### config.mk
export PLATFORM = sky130hd
export DESIGN_NAME = adsr_envelope_generator
export DESIGN_NICKNAME = d
export VERILOG_FILES = /design/src/rtl/adsr_pkg.sv /design/src/rtl/adsr_envelope_generator.sv /design/src/rtl/adsr_cfg.sv /design/src/rtl/adsr_env.sv /design/src/rtl/adsr_pulse.sv
export SDC_FILE = /design/constraint.sdc
export NUM_CORES = 2
export LEC_CHECK = 0
export BUFFER_PORTS_ARGS = -buffer_cell sky130_fd_sc_hd__buf_2
export CAP_MARGIN = 20
export CORE_UTILIZATION = 40
export CTS_BUF_LIST = sky130_fd_sc_hd__clkbuf_8 sky130_fd_sc_hd__clkbuf_16
export DETAILED_ROUTE_END_ITERATION = 10
export PLACE_DENSITY = 0.64
export SLEW_MARGIN = 20
export SYNTH_ARGS = -nofsm -noshare
export SYNTH_HDL_FRONTEND = slang
export SYNTH_SLANG_ARGS = --single-unit
### constraint.sdc
create_clock -name clk -period 17.3 [get_ports clk]
set_input_delay 3.46 -clock clk [delete_from_list [all_inputs] [get_ports clk]]
set_output_delay 3.46 -clock clk [all_outputs]
set_load 0.01 [all_outputs]
### src/rtl/adsr_pkg.sv
package adsr_pkg;

	localparam int LEVEL_FRAC_BITS_DEF = 24;
	localparam int PULSE_COUNT_BITS_DEF = 10;
	localparam int SAMPLE_W = 24;
	localparam int PADDR_W = 5;
	localparam int PDATA_W = 32;

	// gate and trigger threshold, one half in Q1.23
	localparam logic signed [SAMPLE_W-1:0] HALF_Q23 = 24'sh400000;

	// register indexes (byte address / 4)
	localparam logic [2:0] REG_ATTACK_STEP = 3'd0;
	localparam logic [2:0] REG_DECAY_COEFF = 3'd1;
	localparam logic [2:0] REG_SUSTAIN_LEVEL = 3'd2;
	localparam logic [2:0] REG_RELEASE_COEFF = 3'd3;
	localparam logic [2:0] REG_PULSE_LENGTH = 3'd4;

	localparam int ATTACK_STEP_RST = 38043;
	localparam int DECAY_COEFF_RST = 3804;
	localparam int SUSTAIN_LEVEL_RST = 11744051;
	localparam int RELEASE_COEFF_RST = 1902;
	localparam int PULSE_LENGTH_RST = 44;

	typedef enum logic [2:0] {
		PH_IDLE = 3'd0,
		PH_ATTACK = 3'd1,
		PH_DECAY = 3'd2,
		PH_SUSTAIN = 3'd3,
		PH_RELEASE = 3'd4
	} adsr_phase_t;

	typedef struct packed {
		logic went_idle;
		logic at_sustain;
	} adsr_pulse_evt_t;

endpackage

### src/rtl/adsr_envelope_generator.sv
// a sample transfer is registered in stage 1, then in the result register
// throughput: one sample per cycle if not stalled; level update is one multiply and compare
// a result waiting in the output register holds the input back once the input register is full
// reset: asynchronous, active low; phase idle, level zero, pulse counters zero,
// registers at their default values
module adsr_envelope_generator #(
	parameter int LEVEL_FRAC_BITS = adsr_pkg::LEVEL_FRAC_BITS_DEF,
	parameter int PULSE_COUNT_BITS = adsr_pkg::PULSE_COUNT_BITS_DEF,
	localparam int LW = LEVEL_FRAC_BITS + 1
) (
	input  logic                                  clk,
	input  logic                                  arst_n,
	input  logic                                  psel,
	input  logic                                  penable,
	input  logic                                  pwrite,
	input  logic [adsr_pkg::PADDR_W-1:0]          paddr,
	input  logic [adsr_pkg::PDATA_W-1:0]          pwdata,
	output logic [adsr_pkg::PDATA_W-1:0]          prdata,
	output logic                                  pready,
	input  logic                                  sample_valid,
	output logic                                  sample_ready,
	input  logic signed [adsr_pkg::SAMPLE_W-1:0]  gate_sample,
	input  logic signed [adsr_pkg::SAMPLE_W-1:0]  trigger_sample,
	output logic                                  result_valid,
	input  logic                                  result_ready,
	output logic [LW-1:0]                         envelope,
	output logic [LW-1:0]                         inverted_envelope,
	output logic                                  end_of_release_gate,
	output logic                                  end_of_cycle_gate,
	output logic [2:0]                            phase
);

	localparam logic [LW-1:0] ONE = {1'b1, {LEVEL_FRAC_BITS{1'b0}}};

	logic [LW-1:0]                        attack_step;
	logic [LW-1:0]                        decay_coeff;
	logic [LW-1:0]                        sustain_level;
	logic [LW-1:0]                        release_coeff;
	logic [PULSE_COUNT_BITS-1:0]          pulse_length;
	logic                                 valid_s1;
	logic signed [adsr_pkg::SAMPLE_W-1:0] gate_s1;
	logic signed [adsr_pkg::SAMPLE_W-1:0] trig_s1;
	logic                                 advance;
	logic [LW-1:0]                        level_nx;
	adsr_pkg::adsr_phase_t                phase_nx;
	adsr_pkg::adsr_pulse_evt_t            evt;
	logic                                 eor;
	logic                                 eoc;
	logic                                 result_valid_q;
	logic [LW-1:0]                        envelope_q;
	logic [LW-1:0]                        inverted_q;
	logic                                 eor_q;
	logic                                 eoc_q;
	logic [2:0]                           phase_q;

	assign pready = 1'b1;

	adsr_cfg #(
		.LEVEL_FRAC_BITS(LEVEL_FRAC_BITS),
		.PULSE_COUNT_BITS(PULSE_COUNT_BITS)
	) u_cfg (
		.clk(clk),
		.arst_n(arst_n),
		.psel(psel),
		.penable(penable),
		.pwrite(pwrite),
		.paddr(paddr),
		.pwdata(pwdata),
		.prdata(prdata),
		.attack_step(attack_step),
		.decay_coeff(decay_coeff),
		.sustain_level(sustain_level),
		.release_coeff(release_coeff),
		.pulse_length(pulse_length)
	);

	// stage 1 moves into the result register when that is free or being drained
	assign advance = valid_s1 && (!result_valid_q || result_ready);
	assign sample_ready = !valid_s1 || advance;

	always_ff @(posedge clk or negedge arst_n) begin
		if (!arst_n)
			valid_s1 <= 1'b0;
		else if (sample_ready)
			valid_s1 <= sample_valid;
	end

	always_ff @(posedge clk) begin
		if (sample_ready && sample_valid) begin
			gate_s1 <= gate_sample;
			trig_s1 <= trigger_sample;
		end
	end

	adsr_env #(
		.LEVEL_FRAC_BITS(LEVEL_FRAC_BITS)
	) u_env (
		.clk(clk),
		.arst_n(arst_n),
		.advance(advance),
		.gate_sample(gate_s1),
		.trigger_sample(trig_s1),
		.attack_step(attack_step),
		.decay_coeff(decay_coeff),
		.sustain_level(sustain_level),
		.release_coeff(release_coeff),
		.level_nx(level_nx),
		.phase_nx(phase_nx),
		.evt(evt)
	);

	adsr_pulse #(
		.PULSE_COUNT_BITS(PULSE_COUNT_BITS)
	) u_pulse (
		.clk(clk),
		.arst_n(arst_n),
		.advance(advance),
		.evt(evt),
		.pulse_length(pulse_length),
		.eor(eor),
		.eoc(eoc)
	);

	always_ff @(posedge clk or negedge arst_n) begin
		if (!arst_n)
			result_valid_q <= 1'b0;
		else if (advance)
			result_valid_q <= 1'b1;
		else if (result_ready)
			result_valid_q <= 1'b0;
	end

	always_ff @(posedge clk) begin
		if (advance) begin
			envelope_q <= level_nx;
			inverted_q <= ONE - level_nx;
			eor_q <= eor;
			eoc_q <= eoc;
			phase_q <= phase_nx;
		end
	end

	assign result_valid = result_valid_q;
	assign envelope = envelope_q;
	assign inverted_envelope = inverted_q;
	assign end_of_release_gate = eor_q;
	assign end_of_cycle_gate = eoc_q;
	assign phase = phase_q;

endmodule

### src/rtl/adsr_cfg.sv
module adsr_cfg #(
	parameter int LEVEL_FRAC_BITS = adsr_pkg::LEVEL_FRAC_BITS_DEF,
	parameter int PULSE_COUNT_BITS = adsr_pkg::PULSE_COUNT_BITS_DEF,
	localparam int LW = LEVEL_FRAC_BITS + 1
) (
	input  logic                          clk,
	input  logic                          arst_n,
	input  logic                          psel,
	input  logic                          penable,
	input  logic                          pwrite,
	input  logic [adsr_pkg::PADDR_W-1:0]  paddr,
	input  logic [adsr_pkg::PDATA_W-1:0]  pwdata,
	output logic [adsr_pkg::PDATA_W-1:0]  prdata,
	output logic [LW-1:0]                 attack_step,
	output logic [LW-1:0]                 decay_coeff,
	output logic [LW-1:0]                 sustain_level,
	output logic [LW-1:0]                 release_coeff,
	output logic [PULSE_COUNT_BITS-1:0]   pulse_length
);

	logic [2:0] reg_idx;
	logic       wr_en;

	assign reg_idx = paddr[adsr_pkg::PADDR_W-1:2];
	assign wr_en = psel && penable && pwrite;

	always_ff @(posedge clk or negedge arst_n) begin
		if (!arst_n) begin
			attack_step <= LW'(adsr_pkg::ATTACK_STEP_RST);
			decay_coeff <= LW'(adsr_pkg::DECAY_COEFF_RST);
			sustain_level <= LW'(adsr_pkg::SUSTAIN_LEVEL_RST);
			release_coeff <= LW'(adsr_pkg::RELEASE_COEFF_RST);
			pulse_length <= PULSE_COUNT_BITS'(adsr_pkg::PULSE_LENGTH_RST);
		end else if (wr_en) begin
			unique case (reg_idx)
				adsr_pkg::REG_ATTACK_STEP: attack_step <= pwdata[LW-1:0];
				adsr_pkg::REG_DECAY_COEFF: decay_coeff <= pwdata[LW-1:0];
				adsr_pkg::REG_SUSTAIN_LEVEL: sustain_level <= pwdata[LW-1:0];
				adsr_pkg::REG_RELEASE_COEFF: release_coeff <= pwdata[LW-1:0];
				adsr_pkg::REG_PULSE_LENGTH: pulse_length <= pwdata[PULSE_COUNT_BITS-1:0];
				default: ;
			endcase
		end
	end

	always_comb begin
		unique case (reg_idx)
			adsr_pkg::REG_ATTACK_STEP: prdata = adsr_pkg::PDATA_W'(attack_step);
			adsr_pkg::REG_DECAY_COEFF: prdata = adsr_pkg::PDATA_W'(decay_coeff);
			adsr_pkg::REG_SUSTAIN_LEVEL: prdata = adsr_pkg::PDATA_W'(sustain_level);
			adsr_pkg::REG_RELEASE_COEFF: prdata = adsr_pkg::PDATA_W'(release_coeff);
			adsr_pkg::REG_PULSE_LENGTH: prdata = adsr_pkg::PDATA_W'(pulse_length);
			default: prdata = '0;
		endcase
	end

endmodule

### src/rtl/adsr_env.sv
module adsr_env #(
	parameter int LEVEL_FRAC_BITS = adsr_pkg::LEVEL_FRAC_BITS_DEF,
	localparam int LW = LEVEL_FRAC_BITS + 1
) (
	input  logic                                  clk,
	input  logic                                  arst_n,
	input  logic                                  advance,
	input  logic signed [adsr_pkg::SAMPLE_W-1:0]  gate_sample,
	input  logic signed [adsr_pkg::SAMPLE_W-1:0]  trigger_sample,
	input  logic [LW-1:0]                         attack_step,
	input  logic [LW-1:0]                         decay_coeff,
	input  logic [LW-1:0]                         sustain_level,
	input  logic [LW-1:0]                         release_coeff,
	output logic [LW-1:0]                         level_nx,
	output adsr_pkg::adsr_phase_t                 phase_nx,
	output adsr_pkg::adsr_pulse_evt_t             evt
);

	localparam logic [LW-1:0] ONE = {1'b1, {LEVEL_FRAC_BITS{1'b0}}};
	localparam longint EPS_L = ((longint'(1) << LEVEL_FRAC_BITS) * 5 + 5000) / 10000;
	localparam logic [LW-1:0] EPS = LW'(EPS_L);

	function automatic logic [LW-1:0] coeff_of(input logic [LW-1:0] v);
		logic [LW-1:0] r;
		if (v > ONE)
			r = ONE;
		else if (v == '0)
			r = LW'(1);
		else
			r = v;
		return r;
	endfunction

	adsr_pkg::adsr_phase_t phase_q;
	adsr_pkg::adsr_phase_t ph0;
	logic [LW-1:0]   level_q;
	logic            prev_gate_q;
	logic            prev_trig_q;
	logic            gate_hi;
	logic            trig_hi;
	logic            was_active;
	logic [LW-1:0]   sus;
	logic            dec_up;
	logic [LW-1:0]   dec_dist;
	logic [LW-1:0]   mul_a;
	logic [LW-1:0]   mul_c;
	logic [2*LW-1:0] prod;
	logic [2*LW-1:0] prod_rnd;
	logic [LW-1:0]   step;
	logic [LW:0]     att_sum;
	logic [LW-1:0]   rel_lvl;

	assign gate_hi = gate_sample > adsr_pkg::HALF_Q23;
	assign trig_hi = trigger_sample > adsr_pkg::HALF_Q23;
	assign sus = (sustain_level > ONE) ? ONE : sustain_level;

	always_comb begin
		// edges on gate and trigger override the running phase
		priority if (trig_hi && !prev_trig_q)
			ph0 = adsr_pkg::PH_ATTACK;
		else if (gate_hi && !prev_gate_q)
			ph0 = adsr_pkg::PH_ATTACK;
		else if (!gate_hi && prev_gate_q && phase_q != adsr_pkg::PH_IDLE)
			ph0 = adsr_pkg::PH_RELEASE;
		else
			ph0 = phase_q;
	end

	assign was_active = ph0 != adsr_pkg::PH_IDLE;
	assign dec_up = sus >= level_q;
	assign dec_dist = dec_up ? sus - level_q : level_q - sus;

	// one multiplier shared by decay and release
	assign mul_a = (ph0 == adsr_pkg::PH_DECAY) ? dec_dist : level_q;
	assign mul_c = (ph0 == adsr_pkg::PH_DECAY) ? coeff_of(decay_coeff) : coeff_of(release_coeff);
	assign prod = (2*LW)'(mul_a) * (2*LW)'(mul_c);
	assign prod_rnd = prod + (2*LW)'(ONE - LW'(1));
	assign step = prod_rnd[LEVEL_FRAC_BITS +: LW];

	assign att_sum = {1'b0, level_q} + {1'b0, coeff_of(attack_step)};
	assign rel_lvl = level_q - step;

	always_comb begin
		unique case (ph0)
			adsr_pkg::PH_ATTACK: begin
				if (att_sum >= {1'b0, ONE}) begin
					level_nx = ONE;
					phase_nx = adsr_pkg::PH_DECAY;
				end else begin
					level_nx = att_sum[LW-1:0];
					phase_nx = adsr_pkg::PH_ATTACK;
				end
			end
			adsr_pkg::PH_DECAY: begin
				// step never exceeds the distance, so the new distance is a subtract
				if ((dec_dist - step) < EPS) begin
					level_nx = sus;
					phase_nx = adsr_pkg::PH_SUSTAIN;
				end else begin
					level_nx = dec_up ? level_q + step : level_q - step;
					phase_nx = adsr_pkg::PH_DECAY;
				end
			end
			adsr_pkg::PH_SUSTAIN: begin
				level_nx = sus;
				phase_nx = gate_hi ? adsr_pkg::PH_SUSTAIN : adsr_pkg::PH_RELEASE;
			end
			adsr_pkg::PH_RELEASE: begin
				if (rel_lvl <= EPS) begin
					level_nx = '0;
					phase_nx = adsr_pkg::PH_IDLE;
				end else begin
					level_nx = rel_lvl;
					phase_nx = adsr_pkg::PH_RELEASE;
				end
			end
			default: begin
				level_nx = '0;
				phase_nx = adsr_pkg::PH_IDLE;
			end
		endcase
	end

	assign evt.went_idle = was_active && (phase_nx == adsr_pkg::PH_IDLE);
	assign evt.at_sustain = phase_nx == adsr_pkg::PH_SUSTAIN;

	always_ff @(posedge clk or negedge arst_n) begin
		if (!arst_n) begin
			phase_q <= adsr_pkg::PH_IDLE;
			level_q <= '0;
			prev_gate_q <= 1'b0;
			prev_trig_q <= 1'b0;
		end else if (advance) begin
			phase_q <= phase_nx;
			level_q <= level_nx;
			prev_gate_q <= gate_hi;
			prev_trig_q <= trig_hi;
		end
	end

endmodule

### src/rtl/adsr_pulse.sv
module adsr_pulse #(
	parameter int PULSE_COUNT_BITS = adsr_pkg::PULSE_COUNT_BITS_DEF
) (
	input  logic                        clk,
	input  logic                        arst_n,
	input  logic                        advance,
	input  adsr_pkg::adsr_pulse_evt_t   evt,
	input  logic [PULSE_COUNT_BITS-1:0] pulse_length,
	output logic                        eor,
	output logic                        eoc
);

	logic [PULSE_COUNT_BITS-1:0] rel_cnt_q;
	logic [PULSE_COUNT_BITS-1:0] cyc_cnt_q;
	logic                        prev_at_sus_q;
	logic [PULSE_COUNT_BITS-1:0] rel_ld;
	logic [PULSE_COUNT_BITS-1:0] cyc_ld;

	always_comb begin
		rel_ld = evt.went_idle ? pulse_length : rel_cnt_q;
		cyc_ld = evt.went_idle ? pulse_length : cyc_cnt_q;
		if (evt.at_sustain && !prev_at_sus_q)
			cyc_ld = pulse_length;
	end

	// gate shows the count before this sample's decrement
	assign eor = rel_ld != '0;
	assign eoc = cyc_ld != '0;

	always_ff @(posedge clk or negedge arst_n) begin
		if (!arst_n) begin
			rel_cnt_q <= '0;
			cyc_cnt_q <= '0;
			prev_at_sus_q <= 1'b0;
		end else if (advance) begin
			rel_cnt_q <= eor ? rel_ld - PULSE_COUNT_BITS'(1) : rel_ld;
			cyc_cnt_q <= eoc ? cyc_ld - PULSE_COUNT_BITS'(1) : cyc_ld;
			prev_at_sus_q <= evt.at_sustain;
		end
	end

endmodule

Yosys cells after proc, flatten, opt, wreduce, memory -nomap -nowiden
Cells that the tools add are included.

Add/sub/neg operators: 10. Multipliers: 1. Div/mod/pow operators: 0. Magnitude comparators: 10. Equal/unequal tests: 9. Shift-type cells: 0. Multiplexer cells: 31. Bitwise operators: 0. Reduce and logical (&&, ||, !) cells: 33.

Operators with widths (number): 2-to-1 mux 25 bit (14); case mux 25 bit (5 select lines) (1); > comparator 25 bit (second input constant) (4); case mux 25 bit (4 select lines) (1); subtractor 25 bit (4); logical NOT 25 bit (3); 2-to-1 mux 10 bit (5); adder 49 x 24 -> 49 bit (second input constant) (1); multiplier 25 x 25 -> 49 bit (1); > comparator 24 bit (second input constant) (2); adder 25 x 25 -> 26 bit (1); greater-or-equal comparator 26 x 25 -> 1 bit (second input constant) (1); adder 25 bit (1); greater-or-equal comparator 25 bit (1); <= comparator 25 x 14 -> 1 bit (second input constant) (1); less-than comparator 25 x 14 -> 1 bit (second input constant) (1); subtractor 25 bit (first input constant) (1); nonzero test 10 bit (2); subtractor 10 x 1 -> 10 bit (second input constant) (2); equality test 3 x 2 -> 1 bit (second input constant) (5); 2-to-1 mux 3 bit (5); case mux 3 bit (4 select lines) (1); logical AND 1 bit (10); AND reduction 2 bit (5); 9 further kinds (21).

Flip-flop bits (word level): 266. Bits in latches: 0. Memory bits (writable): 0. ROM bits: 0. Output and inout port bits: 90. Memories: 0.

Logic depth before layout (Yosys ltp)
Depth after elaboration: 21. Mapped depth: 81.

By module
Synthesis repeated with hierarchy kept, for this count alone.

Cell total of the unflattened synthesis: 4630. Area total of the unflattened synthesis: 41707.5 um^2.

Modules (own cells, without submodules): adsr_env (instances 1, cells each 3885, area each 30897.1 um^2, sequential area each 750.7 um^2); adsr_cfg (instances 1, cells each 333, area each 5206.2 um^2, sequential area each 2802.7 um^2); adsr_envelope_generator (instances 1, cells each 181, area each 3679.8 um^2, sequential area each 3113.0 um^2); adsr_pulse (instances 1, cells each 231, area each 1924.3 um^2, sequential area each 525.5 um^2).

Worst setup path before layout
No wires, ideal clock.

Path kind: reg2reg. Start: register u_cfg.sustain_level[2]. End: register u_pulse.rel_cnt_q[7]. Data arrival time: 16050 ps. Required time: 17174 ps. Slack: 1124 ps. Cell stages (with the launch flop): 74. Path buffers: 9. Clock period less this slack: 16176 ps. Path through: dfrtp_1 > nor4_1 > nand4_1 > o21ai_0 > clkbuf_1 > nand2_1 > inv_1 > ha_1 > clkbuf_1 > nand4_1 > nor3_1 > a31oi_1 > o21ai_0 > a21oi_1 > o211ai_2 > clkbuf_1 > buf_1 > clkbuf_1 > (+38 left out) > a21oi_1 > a21o_1 > a221o_1 > or3_1 > and2_1 > xor3_2 > nor2_8 > a2111oi_4 > nand2_1 > buf_2 > buf_2 > mux2i_1 > ha_1 > and2_1 > mux2_2 > or2_2 > a2111o_1 > o311a_1.

Longest elaborated chain between the ends: 16. Elaborated cells between the ends (all ways): 22.

Ends and longest elaborated chain: start: declaration (line adsr_cfg.sv:16) `output logic [LW-1:0] sustain_level,`; start signal: assignment (line adsr_cfg.sv:31) `sustain_level <= LW'(adsr_pkg::SUSTAIN_LEVEL_RST);`; start signal: assignment (line adsr_cfg.sv:38) `adsr_pkg::REG_SUSTAIN_LEVEL: sustain_level <= pwdata[LW-1:0];`; > comparator 25 bit (line adsr_env.sv:55) `assign sus = (sustain_level > ONE) ? ONE : sustain_level;`; 2-to-1 mux 25 bit (*) (line adsr_env.sv:55); subtractor 25 bit or greater-or-equal comparator 25 bit (tied branches) (line adsr_env.sv:71, adsr_env.sv:70); 2-to-1 mux 25 bit (*) (line adsr_env.sv:71) `assign dec_dist = dec_up ? sus - level_q : level_q - sus;`; 2-to-1 mux 25 bit (line adsr_env.sv:74) `assign mul_a = (ph0 == adsr_pkg::PH_DECAY) ? dec_dist : level_q;`; multiplier 25 x 25 -> 49 bit (line adsr_env.sv:76) `assign prod = (2*LW)'(mul_a) * (2*LW)'(mul_c);`; adder 49 x 24 -> 49 bit (line adsr_env.sv:77) `assign prod_rnd = prod + (2*LW)'(ONE - LW'(1));`; subtractor 25 bit, on equally long branches (line adsr_env.sv:96, adsr_env.sv:81); less-than comparator 25 x 14 -> 1 bit or <= comparator 25 x 14 -> 1 bit (tied branches) (line adsr_env.sv:96, adsr_env.sv:109); 2-to-1 mux 1 bit or 2-to-1 mux 3 bit (tied branches) (line adsr_env.sv:96, adsr_env.sv:109); case mux 3 bit (4 select lines) (*) (line adsr_env.sv:84) `unique case (ph0)`; logical NOT 3 bit (*) (line adsr_env.sv:124) `assign evt.went_idle = was_active && (phase_nx == adsr_pkg::PH_IDLE);`; logical AND 1 bit (*) (line adsr_env.sv:124); 2-to-1 mux 10 bit (*) (line adsr_pulse.sv:20) `rel_ld = evt.went_idle ? pulse_length : rel_cnt_q;`; subtractor 10 x 1 -> 10 bit or nonzero test 10 bit (tied branches) (line adsr_pulse.sv:36, adsr_pulse.sv:27); 2-to-1 mux 10 bit (*) (line adsr_pulse.sv:36) `rel_cnt_q <= eor ? rel_ld - PULSE_COUNT_BITS'(1) : rel_ld;`; end signal: assignment (line adsr_pulse.sv:36); end: declaration (line adsr_pulse.sv:13) `logic [PULSE_COUNT_BITS-1:0] rel_cnt_q;`.

Every way passes the cells marked *; elsewhere a longest branch is shown, timed or not. A chain may end at the register's enable or synchronous reset.

Final worst setup path
Start: register u_cfg.sustain_level[2]. End: register inverted_q[24] (netlist: inverted_envelope[24]) (data pin).

Longest elaborated chain between the ends: 12. Elaborated cells between the ends (all ways): 19.

Ends and longest elaborated chain: > comparator 25 bit (line adsr_env.sv:55); 2-to-1 mux 25 bit (*) (line adsr_env.sv:55); subtractor 25 bit or greater-or-equal comparator 25 bit (tied branches) (line adsr_env.sv:71, adsr_env.sv:70); 2-to-1 mux 25 bit (line adsr_env.sv:71); 2-to-1 mux 25 bit (line adsr_env.sv:74); multiplier 25 x 25 -> 49 bit (line adsr_env.sv:76); adder 49 x 24 -> 49 bit (line adsr_env.sv:77); subtractor 25 bit, or another cell as far along (line adsr_env.sv:81, adsr_env.sv:100); <= comparator 25 x 14 -> 1 bit, or another cell as far along (line adsr_env.sv:109) `if (rel_lvl <= EPS) begin`; 2-to-1 mux 25 bit, on equally long branches (line adsr_env.sv:109, adsr_env.sv:96); case mux 25 bit (4 select lines) (*) (line adsr_env.sv:84); subtractor 25 bit (*) (line adsr_envelope_generator.sv:136) `inverted_q <= ONE - level_nx;`; end signal: assignment (line adsr_envelope_generator.sv:136); end: declaration (line adsr_envelope_generator.sv:51) `logic [LW-1:0] inverted_q;`.

Marked as above.

==> impl_metrics.csv <==
group,metric,value,unit
status,status,"complete, no violations",
route,routed_via_density,5.59,
final_layout,area_growth,15.1,%
clock_tree,cts.htree.levels,1,
synth,yosysUniqueCellTypes,114,
floorplanning,design.die.area,104000,um^2
synth,synthFlopType,"dfrtp_1",
global_routing,grt.total_usage,0.282,
critical_path,path_class,"register to register",
clock_tree,cts_tree,"built",
floorplanning,start_util,0.404,
final_layout,drive_gt1_frac,0.186,
global_routing,antenna_found_initial,3,
critical_path,crit_slowest_cell,"fa_1",
timing,worst_slew_pin_slew,1.09,ns
synth,avgSynthCellArea,8.91,um^2
flow_run,maxCapViolations,0,
timing,slew_headroom,0.274,
floorplanning,die_y,323,um
route,ant_nets,0,
critical_path,arrival,17.26,ns
clock_tree,clock_latency,0.61,ns
synth,syn_inst,4623,
clock_tree,postCtsHoldBufs,0,
route,dr.pass1.iters,5,
synth,syn_area,41200,um^2
floorplanning,ios,182,
floorplanning,fp.dieW,323,um
synth,synthArstFlopShare,0.615,
synth,synth-seq-area-share,0.175,
timing,finalCritPeriodShare,0.977,
clock_tree,cts.sinks,265,
global_routing,grt_first_pass_wirelength,221,mm
timing,hold_viol_final,0,
synth,ys_seq_elements,265,
final_layout,nets,5986,
synth,yosysWarnings,0,
route,initialDrtViolationCount,3231,
timing,max_freq,59.2,MHz
place,port_buffers,164,
place,dp_cells,6359,
clock_tree,clock_path_buffers,3,
critical_path,critPathMostFrequentCell,"buf_4",
final_layout,layoutNonFillerInstCount,6421,
final_layout,postLayoutCoreUtil,0.466,
clock_tree,cts_made_buffers,28,
route,routedWlPerCell,22.9,um
clock_tree,clk_pin_slew,0.07,ns
floorplanning,core_area,102000,um^2
timing,clock_skew,0.0532,ns
global_routing,gr-total-overflow,0,
hold_path,hold_class,"register to register",
place,gp_congestion,1.04,
critical_path,endpoint_kind,"register",
global_routing,grt_pass1_vias,35700,
critical_path,cp_max_fo,9,
critical_path,slowest_delay,0.56,ns
global_routing,grt_max_degree,68,
route,vias,35900,
timing,drv_slew,0,
place,dp_hpwl,120,mm
route,drc,0,
timing,setup_violations,0,
clock_tree,cts.root.buffer_cell,"clkbuf_16",
critical_path,critPathRequiredTime,17.65,ns
synth,synth_edf_count,102,
timing,final.min_clock_period,16.90,ns
floorplanning,rows,117,
route,routed_wl,147,mm
critical_path,worstSetupStartpointType,"register",
metrics by stage:
step / TNS [ns] / worst slack [ns] / hold WS (ns) / cell area, um^2
after floorplan: 0 / 1.12 / 0.441 / 41200
after global placement: 0 / 0.124 / 0.463 / 46200
after detailed placement: 0 / 0.0892 / 0.467 / 46200
after CTS: 0 / 0.0457 / 0.482 / 47200
after global routing: -0.684 / -0.114 / 0.520 / 47400
final: 0 / 0.395 / 0.484 / 47400
cells in the final DEF (no fill, tap or decap), types with 26 or more instances in the layout:
cell type,instances
nor4_1,42
xnor2_1,106
nand3_1,42
nand2_1,496
nand2b_1,36
mux2_2,129
inv_1,729
fa_1,553
o21a_1,37
nor2b_1,55
nor3_1,52
dfrtp_1,123
o22ai_1,26
nor2_1,491
a21oi_1,168
o21bai_1,33
a211oi_1,26
mux2i_1,45
dfstp_2,40
o21ai_0,139
buf_2,164
clkbuf_16,28
xor2_1,42
edfxtp_1,102
buf_4,420
a21o_1,68
a22oi_1,46
nand4_1,26
ha_1,310
and2_1,30
cells in the mapped netlist, types with 15 or more instances:
cell type	count	area, um^2
nor4_1	44	275
xor2_1	42	368
a22o_1	22	193
and2_1	31	194
o21ai_0	149	746
mux2i_1	47	470
mux2_2	129	1450
a22oi_1	52	390
nor3_1	56	280
nand2b_1	36	225
buf_1	22	82.6
mux4_2	15	338
o21ai_1	17	85.1
nand3_1	42	210
nand2_1	497	1870
xnor2_1	108	946
inv_1	727	2730
fa_1	553	11100
clkbuf_1	177	664
nor2_1	499	1870
a31oi_1	19	119
dfrtp_1	123	3080
o21a_1	39	293
a211oi_1	29	218
o31ai_1	15	113
a21oi_1	175	876
edfxtp_1	102	3060
o21bai_1	33	248
nand4_1	26	163
o22ai_1	26	163
dfstp_2	40	1050
ha_1	311	3890
or3_1	21	131
o211ai_1	25	188
nor2b_1	56	350
a21o_1	68	510
cell type report:
| class | instances | area (um^2) |
|---|---|---|
| diodes | 1 | 2.50 |
| repair buffers | 597 | 4200 |
| fillers | 9954 | 54400 |
| inverters | 732 | 2750 |
| flip-flops and latches | 265 | 7190 |
| multi-input cells | 3406 | 30600 |
| clock inverters | 23 | 255 |
| clock buffers | 29 | 714 |
| well taps | 1368 | 1710 |
final timing paths:
check / startpoint / to / slack [ns] / depth (start not counted)
max: u_cfg.sustain_level[2] / inverted_envelope[24] / 0.40 / 71
min: u_pulse.cyc_cnt_q[6] / u_pulse.cyc_cnt_q[6] / 0.48 / 2
max reg2reg: u_cfg.sustain_level[2] / inverted_envelope[24] / 0.40 / 71
min reg2reg: u_pulse.cyc_cnt_q[6] / u_pulse.cyc_cnt_q[6] / 0.48 / 2
max in group asynchronous: arst_n / u_cfg.sustain_level[7] / 12.54 / 3
min in group asynchronous: arst_n / u_cfg.decay_coeff[23] / 2.82 / 1
worst max-delay path, delay by kind of cell (launching register included):
kind | cells | cell delay [ns]
adder cells (fa/ha/maj) | 11 | 4.65
flip-flops | 1 | 0.40
AND/OR/NAND/NOR | 24 | 4.78
buffers and inverters | 17 | 2.28
multiplexers | 1 | 0.41
XOR/XNOR | 4 | 1.07
AO/OA/AOI/OAI | 14 | 3.02
metal layers:
layer	share of wire	track usage	vias up
met5	0.000089	0	-
met2	0.45	0.447	1630
met1	0.41	0.373	17900
met3	0.088	0.0530	374
met4	0.056	0.130	2
li1	-	-	16000
flip-flops by register name, summed over array words and instances, names as in the netlist:
signal                 count
u_cfg.release_coeff       25
gate_s1                   24
u_cfg.sustain_level       25
end_of_release_gate        1
inverted_envelope         24
phase                      3
u_cfg.decay_coeff         25
result_valid               1
end_of_cycle_gate          1
u_pulse.cyc_cnt_q         10
u_cfg.pulse_length        10
u_env.prev_gate_q          1
valid_s1                   1
u_env.level_q             25
u_env.phase_q              3
envelope                  25
u_env.prev_trig_q          1
u_pulse.rel_cnt_q         10
u_cfg.attack_step         25
u_pulse.prev_at_sus_q      1
trig_s1                   24
kinds of logic (layout without fill, tap and decap cells):
kind of cell / count (synthesis) / count (layout) / share of synthesized area
AO/OA/AOI/OAI: 797 / 797 / 0.130
XOR/XNOR: 154 / 154 / 0.0340
adder cells (fa/ha/maj): 864 / 864 / 0.363
buffers and inverters: 958 / 1381 / 0.0893
flip-flops: 265 / 265 / 0.175
multiplexers: 192 / 192 / 0.0552
other: 2 / 9 / 0.000182
AND/OR/NAND/NOR: 1391 / 1391 / 0.154
repair_timing:
item / 4_1_cts / 5_1_grt
setup endpoints to repair: 0 / 44
setup buffers: 0 / 7
hold endpoints to repair: 0 / 0
resized for setup: 0 / 48
Power is left out: the tool's default activity adds up to more than one toggle a clock period on the data nets, which glitch-free logic cannot reach.
